`src/sdcp_pkg.sv`:
```
`timescale 1ns / 1ps
// ----------------------------------------------------------------------------
// sdcp_pkg
// Shared types and constants of the serial debug command parser.
// ----------------------------------------------------------------------------
package sdcp_pkg;

  // number of enable bits or motors that the commands may address
  localparam logic [3:0] GROUND_COUNT   = 4'd8;
  localparam logic [3:0] DISTANCE_COUNT = 4'd8;
  localparam logic [3:0] MOTOR_COUNT    = 4'd8;

  // depth of the queues between front, back and the result ports
  localparam int QDEPTH = 2;
  localparam int QPTR_W = (QDEPTH > 1) ? $clog2(QDEPTH) : 1;
  localparam int QCNT_W = $clog2(QDEPTH + 1);

  localparam logic [7:0] CHAR_STAR  = 8'h2A;
  localparam logic [7:0] CHAR_BANG  = 8'h21;
  localparam logic [7:0] CHAR_G     = 8'h47;
  localparam logic [7:0] CHAR_D     = 8'h44;
  localparam logic [7:0] CHAR_M     = 8'h4D;
  localparam logic [7:0] CHAR_E     = 8'h45;
  localparam logic [7:0] CHAR_MINUS = 8'h2D;
  localparam logic [7:0] CHAR_ZERO  = 8'h30;

  typedef enum logic [2:0] {
    LET_NONE,
    LET_G,
    LET_D,
    LET_M,
    LET_E
  } letter_t;

  typedef enum logic [3:0] {
    PH_IDLE,
    PH_G_IDX,
    PH_G_VAL,
    PH_D_IDX,
    PH_D_VAL,
    PH_M_ARG,
    PH_E_ID,
    PH_E_SIGN,
    PH_E_D1,
    PH_E_D2,
    PH_E_D3
  } phase_t;

  // one classified byte, as passed from the front to the back
  typedef struct packed {
    logic [7:0]        raw;
    logic              is_star;
    logic              is_bang;
    logic              is_zero;
    logic              is_minus;
    letter_t           letter;
    logic signed [8:0] digit;
  } token_t;

  // token channel between front and back
  typedef struct packed {
    logic   valid;
    token_t token;
  } tok_chan_t;

  typedef struct packed {
    logic [7:0]         ground_mask;
    logic [7:0]         distance_mask;
    logic               manual_mode;
    logic               motor_write;
    logic [2:0]         motor_index;
    logic signed [15:0] motor_value;
    logic               reset_request;
    logic               wait_release;
  } result_t;

endpackage

```
`src/sdcp_front.sv`:
```
`timescale 1ns / 1ps
// ----------------------------------------------------------------------------
// sdcp_front
// Classifies received bytes and holds them in a short token queue.
// ----------------------------------------------------------------------------
module sdcp_front (
  input  logic              clk,
  input  logic              rst,
  input  logic              push,
  input  logic [7:0]        rx_byte,
  output logic              full,
  output sdcp_pkg::tok_chan_t tok,
  input  logic              tok_pop
);
  import sdcp_pkg::*;

  token_t              entries [QDEPTH];
  logic [QPTR_W-1:0]   wr_ptr;
  logic [QPTR_W-1:0]   rd_ptr;
  logic [QCNT_W-1:0]   count;
  token_t              cls;
  logic                do_push;
  logic                do_pop;

  always_comb begin
    cls.raw      = rx_byte;
    cls.is_star  = (rx_byte == CHAR_STAR);
    cls.is_bang  = (rx_byte == CHAR_BANG);
    cls.is_zero  = (rx_byte == CHAR_ZERO);
    cls.is_minus = (rx_byte == CHAR_MINUS);
    cls.digit    = $signed({1'b0, rx_byte}) - $signed({1'b0, CHAR_ZERO});
    case (rx_byte)
      CHAR_G:  cls.letter = LET_G;
      CHAR_D:  cls.letter = LET_D;
      CHAR_M:  cls.letter = LET_M;
      CHAR_E:  cls.letter = LET_E;
      default: cls.letter = LET_NONE;
    endcase
  end

  assign full      = (count == QCNT_W'(QDEPTH));
  assign do_push   = push && !full;
  assign do_pop    = tok_pop && tok.valid;
  assign tok.valid = (count != '0);
  assign tok.token = entries[rd_ptr];

  always_ff @(posedge clk) begin
    if (do_push) begin
      entries[wr_ptr] <= cls;
    end
  end

  always_ff @(posedge clk) begin
    if (rst) begin
      wr_ptr <= '0;
      rd_ptr <= '0;
      count  <= '0;
    end else begin
      if (do_push) begin
        wr_ptr <= (wr_ptr == QPTR_W'(QDEPTH - 1)) ? '0 : wr_ptr + 1'b1;
      end
      if (do_pop) begin
        rd_ptr <= (rd_ptr == QPTR_W'(QDEPTH - 1)) ? '0 : rd_ptr + 1'b1;
      end
      if (do_push && !do_pop) begin
        count <= count + 1'b1;
      end else if (do_pop && !do_push) begin
        count <= count - 1'b1;
      end
    end
  end

endmodule

```
`src/sdcp_back.sv`:
```
`timescale 1ns / 1ps
// ----------------------------------------------------------------------------
// sdcp_back
// Command parser state machine and the result queue toward the output ports.
// ----------------------------------------------------------------------------
module sdcp_back (
  input  logic                clk,
  input  logic                rst,
  input  sdcp_pkg::tok_chan_t tok,
  output logic                tok_pop,
  output logic                empty,
  input  logic                pop,
  output sdcp_pkg::result_t   res
);
  import sdcp_pkg::*;

  phase_t             phase, phase_next;
  logic [7:0]         held_index, held_index_next;
  logic               held_negative, held_negative_next;
  logic signed [15:0] acc, acc_next;
  logic [7:0]         ground_bits, ground_bits_next;
  logic [7:0]         distance_bits, distance_bits_next;
  logic               manual_flag, manual_flag_next;

  result_t            entries [QDEPTH];
  logic [QPTR_W-1:0]  wr_ptr;
  logic [QPTR_W-1:0]  rd_ptr;
  logic [QCNT_W-1:0]  count;
  logic               do_pop;
  logic               step;
  result_t            r;
  token_t             t;
  logic signed [15:0] acc_step;
  logic signed [15:0] digit_ext;

  function automatic phase_t take_letter(input letter_t l, input logic manual);
    case (l)
      LET_G:   return PH_G_IDX;
      LET_D:   return PH_D_IDX;
      LET_M:   return PH_M_ARG;
      LET_E:   return manual ? PH_E_ID : PH_IDLE;
      default: return PH_IDLE;
    endcase
  endfunction

  function automatic logic index_ok(input logic [7:0] b, input logic [3:0] cnt);
    logic [7:0] off;
    off = b - CHAR_ZERO;
    return (b >= CHAR_ZERO) && (off < {4'b0000, cnt});
  endfunction

  function automatic logic [7:0] apply_bit(input logic [7:0] mask, input logic [7:0] idx_b,
                                           input logic clear, input logic [3:0] cnt);
    logic [2:0] pos;
    logic [7:0] sel;
    pos = 3'(idx_b - CHAR_ZERO);
    sel = 8'b1 << pos;
    if (!index_ok(idx_b, cnt)) begin
      return mask;
    end
    return clear ? (mask & ~sel) : (mask | sel);
  endfunction

  assign t         = tok.token;
  assign do_pop    = pop && !empty;
  assign empty     = (count == '0);
  assign tok_pop   = (count != QCNT_W'(QDEPTH)) || do_pop;
  assign step      = tok.valid && tok_pop;
  assign digit_ext = {{7{t.digit[8]}}, t.digit};
  // acc * 10 + digit
  assign acc_step  = (acc <<< 3) + (acc <<< 1) + digit_ext;
  assign res       = entries[rd_ptr];

  always_comb begin
    phase_next         = phase;
    held_index_next    = held_index;
    held_negative_next = held_negative;
    acc_next           = acc;
    ground_bits_next   = ground_bits;
    distance_bits_next = distance_bits;
    manual_flag_next   = manual_flag;
    r                  = '0;

    if (t.is_star) begin
      r.reset_request = 1'b1;
      phase_next      = PH_IDLE;
    end else begin
      r.wait_release = t.is_bang;
      case (phase)
        PH_G_IDX: begin
          held_index_next = t.raw;
          phase_next      = PH_G_VAL;
        end
        PH_G_VAL: begin
          ground_bits_next = apply_bit(ground_bits, held_index, t.is_zero, GROUND_COUNT);
          phase_next       = PH_IDLE;
        end
        PH_D_IDX: begin
          held_index_next = t.raw;
          phase_next      = PH_D_VAL;
        end
        PH_D_VAL: begin
          distance_bits_next = apply_bit(distance_bits, held_index, t.is_zero,
                                         DISTANCE_COUNT);
          phase_next         = PH_IDLE;
        end
        PH_M_ARG: begin
          // the argument byte is also taken as the next command letter
          manual_flag_next = !t.is_zero;
          phase_next       = take_letter(t.letter, !t.is_zero);
        end
        PH_E_ID: begin
          held_index_next = t.raw;
          phase_next      = PH_E_SIGN;
        end
        PH_E_SIGN: begin
          held_negative_next = t.is_minus;
          acc_next           = '0;
          phase_next         = PH_E_D1;
        end
        PH_E_D1: begin
          acc_next   = acc_step;
          phase_next = PH_E_D2;
        end
        PH_E_D2: begin
          acc_next   = acc_step;
          phase_next = PH_E_D3;
        end
        PH_E_D3: begin
          acc_next   = acc_step;
          phase_next = PH_IDLE;
          if (index_ok(held_index, MOTOR_COUNT)) begin
            r.motor_write = 1'b1;
            r.motor_index = 3'(held_index - CHAR_ZERO);
            r.motor_value = held_negative ? -acc_step : acc_step;
          end
        end
        default: begin
          phase_next = take_letter(t.letter, manual_flag);
        end
      endcase
    end

    r.ground_mask   = ground_bits_next;
    r.distance_mask = distance_bits_next;
    r.manual_mode   = manual_flag_next;
  end

  always_ff @(posedge clk) begin
    if (step) begin
      entries[wr_ptr] <= r;
    end
  end

  always_ff @(posedge clk) begin
    if (rst) begin
      held_index    <= '0;
      held_negative <= 1'b0;
      acc           <= '0;
    end else if (step) begin
      held_index    <= held_index_next;
      held_negative <= held_negative_next;
      acc           <= acc_next;
    end
  end

  always_ff @(posedge clk) begin
    if (rst) begin
      phase         <= PH_IDLE;
      ground_bits   <= '0;
      distance_bits <= '0;
      manual_flag   <= 1'b0;
      wr_ptr        <= '0;
      rd_ptr        <= '0;
      count         <= '0;
    end else begin
      if (step) begin
        phase         <= phase_next;
        ground_bits   <= ground_bits_next;
        distance_bits <= distance_bits_next;
        manual_flag   <= manual_flag_next;
        wr_ptr        <= (wr_ptr == QPTR_W'(QDEPTH - 1)) ? '0 : wr_ptr + 1'b1;
      end
      if (do_pop) begin
        rd_ptr <= (rd_ptr == QPTR_W'(QDEPTH - 1)) ? '0 : rd_ptr + 1'b1;
      end
      if (step && !do_pop) begin
        count <= count + 1'b1;
      end else if (do_pop && !step) begin
        count <= count - 1'b1;
      end
    end
  end

endmodule

```
`src/serial_debug_command_parser_core.sv`:
```
`timescale 1ns / 1ps
// ----------------------------------------------------------------------------
// serial_debug_command_parser_core
// Decodes single-letter debug commands from a serial byte stream.
//
//   channel   handshake          payload
//   input     push / full        rx_byte
//   result    pop / empty        masks, mode, motor write, pulses
//
// One byte per cycle sustained while the result queue has room or is popped; a
// result is on the result ports, and can be popped, once its byte has passed
// the classify queue and then the parser step.
// Synchronous reset clears the parser, masks, mode and both queues.
// Each side stalls on its own: full rises only when the two-entry token
// queue fills behind a stalled result queue.
// ----------------------------------------------------------------------------
module serial_debug_command_parser_core (
  input  logic               clk,
  input  logic               rst,
  input  logic               push,
  output logic               full,
  input  logic [7:0]         rx_byte,
  output logic               empty,
  input  logic               pop,
  output logic [7:0]         ground_mask,
  output logic [7:0]         distance_mask,
  output logic               manual_mode,
  output logic               motor_write,
  output logic [2:0]         motor_index,
  output logic signed [15:0] motor_value,
  output logic               reset_request,
  output logic               wait_release
);
  import sdcp_pkg::*;

  tok_chan_t tok;
  logic      tok_pop;
  result_t   res;

  sdcp_front u_front (
    .clk     (clk),
    .rst     (rst),
    .push    (push),
    .rx_byte (rx_byte),
    .full    (full),
    .tok     (tok),
    .tok_pop (tok_pop)
  );

  sdcp_back u_back (
    .clk     (clk),
    .rst     (rst),
    .tok     (tok),
    .tok_pop (tok_pop),
    .empty   (empty),
    .pop     (pop),
    .res     (res)
  );

  assign ground_mask   = res.ground_mask;
  assign distance_mask = res.distance_mask;
  assign manual_mode   = res.manual_mode;
  assign motor_write   = res.motor_write;
  assign motor_index   = res.motor_index;
  assign motor_value   = res.motor_value;
  assign reset_request = res.reset_request;
  assign wait_release  = res.wait_release;

  // motor commands only complete in manual mode
  assert property (@(posedge clk) disable iff (rst)
    (!empty && motor_write) |-> manual_mode)
    else $error("motor write outside manual mode");

  assert property (@(posedge clk) disable iff (rst)
    !empty |-> !(reset_request && wait_release))
    else $error("restart and release pulses together");

  assert property (@(posedge clk) disable iff (rst)
    (!empty && !motor_write) |-> (motor_index == 3'd0 && motor_value == 16'sd0))
    else $error("motor fields set without a motor write");

  assert property (@(posedge clk) rst |=> (empty && !full))
    else $error("queues not cleared by reset");

endmodule
```
`config.mk`:
```
export PLATFORM = sky130hd
export DESIGN_NAME = serial_debug_command_parser_core
export DESIGN_NICKNAME = d
export VERILOG_FILES = /design/src/sdcp_pkg.sv /design/src/sdcp_front.sv /design/src/sdcp_back.sv /design/src/serial_debug_command_parser_core.sv
export SDC_FILE = /design/constraint.sdc
export NUM_CORES = 1
export LEC_CHECK = 0
export CORE_ASPECT_RATIO = 0.5
export CORE_MARGIN = 4
export CORE_UTILIZATION = 45
export CTS_CLUSTER_DIAMETER = 30
export DETAILED_ROUTE_END_ITERATION = 6
export DONT_BUFFER_PORTS = 1
export PLACE_DENSITY_LB_ADDON = 0.2
export SETUP_SLACK_MARGIN = 0.1
export SLEW_MARGIN = 25
export SYNTH_ARGS = -nofsm -noshare
export SYNTH_HDL_FRONTEND = slang
export SYNTH_SLANG_ARGS = --single-unit
```
`constraint.sdc`:
```
create_clock -name clk -period 4.9 [get_ports clk]
set_input_delay 0.735 -clock clk [delete_from_list [all_inputs] [get_ports clk]]
set_output_delay 0.735 -clock clk [all_outputs]
set_load 0.01 [all_outputs]
```
==> metrics.md <==
| Metric | Value |
|---|---|
| Tmin final | ~4000 ps |
| Clock transition at path regs | 80 ps |
| Initial Util | 0.459 |
| Top_reg_cell synth | edfxtp_1 |
| CP arrival | 4110 ps |
| Final net count | 764 |
| Synth-to-Final Area Change | 9.76% |
| Crit-path slowest cell | dfxtp_1 |
| Fmax | ~0.25 GHz |
| Fin area | 0.00926 mm2 |
| CTS buffer count | 17 |
| Outcome | finished, final reports clean |
| Vias in the first global route | 5267 |
| Lkg Pwr | 3.29 nW |
| Synth area leader | edfxtp_1 |
| Final HPWL DP | 11.6 mm |
| Worst path most repeated cell | fa_1 |
| Crit Path Max Fanout | 9 |
| Setup TNS | 0 ps |
| TritonCTS clock tree | done |
| Buf+Inv Stages, Crit Path | 0 |
| Top-area cell type share of the netlist area | 0.420 |
| Initial antenna violation count | 0 |
| Layout Utilization | 0.504 |
| Placed Area | 0.00868 mm2 |
| Setup Buffers After CTS | 0 |
| 1st-iter DRT viols | approximately 290 |
| Global-route wire length before repair | roughly 28 mm |
| Final Max Slew Viols | 0 |
| WL final | 17.0 mm |
| Placed Instances | 939 |
| Worst Setup Start Kind | flip-flop |
| Worst slew pin tran | around 990 ps |
| Final period util | 0.807 |
| CP Class | flip-flop to flip-flop |
| All-Layer GR Usage | 0.166 |
| Total of warnings raised by yosys | 0 |
| Rows | 35 |
| Post-route ant nets | 0 |
| Die Ht | between 100 and 150 um |
| Power Density | 532 mW/mm2 |
| Final Hold Viols | 0 |
| Synth Area per Inst | 11.6 um2 |
| H-tree level count | 4 |
| Clk buf depth | 2 |
| I/O pins | 53 |
| VDD IR-drop max | between 0.2 and 0.25 mV |
| Clock share of power | 0.267 |
| Hold Path Class | primary input to flip-flop |
| Crit-path cells | mux2i_1, fa_1, fa_1, nor2b_1, o21bai_1, a21oi_1, nor3_1, nand4b_1, nand4bb_4, o31ai_1, xor2_1, nor2_1 |
| Critical path's largest stage delay | about 560 ps |
| Final setup fails | 0 |
| Cell Area, Synth | 0.00844 mm2 |
| Comb pwr share | 0.304 |
| Rel. slew slack | 0.340 |
| Cell family with most CP delay | adder cells |
| R2R cell count | 12 |
| Post-synth top cells | 118 x edfxtp_1, 104 x nor2_1, 64 x mux2_2, 55 x dfxtp_1, 50 x nand2_1 |
| Final Wtd Congestion | between 0.8 and 0.9 |
| Synthesized Nets | 773 |
| RSZ-0062 raised after global routing | false |
| Worst R2R End | u_back.entries[0][16] |
| Int Pwr | ~3.2 mW |
| Share of cells above drive strength 1 | 0.156 |
| Routed len/inst | between 15 and 20 um |
| Worst path depth | 12 |
| Clock sink count | 173 |
| Flop-to-flop setup slack | 950 ps |
| Max Cap Violations | 0 |
| Die area | 0.0211 mm2 |
| Most numerous cell in the Yosys netlist | edfxtp_1 |
| CTS root buffer | clkbuf_16 |
| Pre-antenna DRT Iters | 4 |
| Core Footprint | between 0.015 and 0.02 mm2 |
| Required @ worst endpoint | 5060 ps |
| Drt via density | ~5.4 |
| Register bit total from synthesis | 173 |
| DR DRC count | 0 |
| Synth top area cells | edfxtp_1 42%, dfxtp_1 13%, mux2_2 8.5%, nor2_1 4.6%, ha_1 3.1% |
| Die X | 202 um |
| Critical Path Sink | u_back.entries[0][16] |
| Worst Skew | 16.4 ps |
| Worst-Skew Late Latency | between 400 and 500 ps |
| Post-CTS Resized | 0 |
| Psw | 1.73 mW |
| Crit end category | flip-flop |
| Fraction of registers with async set/reset | 0 |
| Sequential area share after synthesis | 0.550 |
| Global route overflow | 0 |
| Fin cells | 971 |
| Distinct cell type count after synthesis | 60 |
| Port bufs | 0 |
| Number of synthesized flops with an enable pin | 118 |
| Seq pwr share | 0.429 |
| CTS Hold Bufs | 0 |
| Syn Inst Count | 727 |
| Net Sw Frac | 0.351 |
| Inserted Diodes | 0 |
| Via count | 5270 |
| Largest net degree at the start of global routing | 56 |
[cells by family after synthesis]
| logic type | synth area share |
|---|---|
| compound gates | 0.0687 |
| xor+xnor | 0.0442 |
| fa+ha+maj | 0.0620 |
| buf+inv | 0.0231 |
| flops | 0.550 |
| mux | 0.112 |
| simple gates | 0.140 |
[power by group through the flow]
stage	Combinational (mW)	Clock [mW]	Sequential [mW]
2_1_floorplan	1.22	0	2.06
3_3_place_gp	1.51	0	2.14
3_5_place_dp	1.52	0	2.16
4_1_cts	1.53	1.35	2.12
5_1_grt	1.67	1.42	2.16
6_report	1.50	1.32	2.11
[flip-flops by register name, indices dropped and copies added (netlist names), named ones only]
name / cells
u_back.phase: 4
u_back.held_index: 8
u_back.acc: 15
u_back.manual_flag: 1
u_front.entries: 40
u_back.count: 2
u_back.ground_bits: 8
u_front.count: 2
u_back.wr_ptr: 1
u_front.wr_ptr: 1
u_back.rd_ptr: 1
u_back.held_negative: 1
u_front.rd_ptr: 1
u_back.entries: 78
u_back.distance_bits: 8
[per-stage QoR]
step           total power [mW]  hold slack, ps  setup WS (ps)
2_1_floorplan              3.28             433            887
3_3_place_gp               3.65             432           1040
3_5_place_dp               3.68             442            938
4_1_cts                    5.01             353            911
5_1_grt                    5.25             341            572
6_report                   4.93             369            946
[layer usage]
layer  routed length (um)  GRT usage  vias to the layer above
met4                   87     0.0288                        0
met2                 7590      0.259                       83
li1                     -          -                     2590
met1                 8780      0.242                     2592
met5                    0          0                        -
met3                  517     0.0384                        5
[cells in the final DEF, fill, tap and decap left out, drive strengths merged, types with 5 or more instances in the layout]
cell type	instances
a21oi	39
a31oi	6
buf	5
clkbuf	18
clkinv	7
dfxtp	55
edfxtp	118
fa	13
ha	21
inv	23
mux2	65
mux2i	21
nand2	50
nand2b	8
nand3	20
nor2	104
nor2b	8
nor3	26
o21ai	19
or3	5
xnor2	15
xor2	25
[worst min-delay path by stage]
| stage | end | slack, ps | depth (start not counted) | from |
|---|---|---|---|---|
| 5_1_grt | u_back.count[0] | 340 | 1 | rst |
| 3_3_place_gp | u_back.ground_bits[0] | 430 | 2 | u_back.ground_bits[0] |
| 6_report | u_back.count[1] | 370 | 1 | rst |
| 2_1_floorplan | u_back.distance_bits[0] | 430 | 2 | u_back.distance_bits[0] |
| 4_1_cts | u_back.ground_bits[0] | 350 | 1 | rst |
| 3_5_place_dp | u_back.distance_bits[2] | 440 | 2 | u_back.distance_bits[2] |
[area by class of cell]
type | instances | area [um2]
fillers | 1619 | 9130
flip-flops and latches | 173 | 4650
multi-input cells | 504 | 3630
clock buffers | 18 | 429
well taps | 240 | 300
clock inverters | 14 | 151
inverters | 17 | 63.8
repair buffers | 5 | 37.5
No activity file was read; power rests on OpenSTA's default activity.
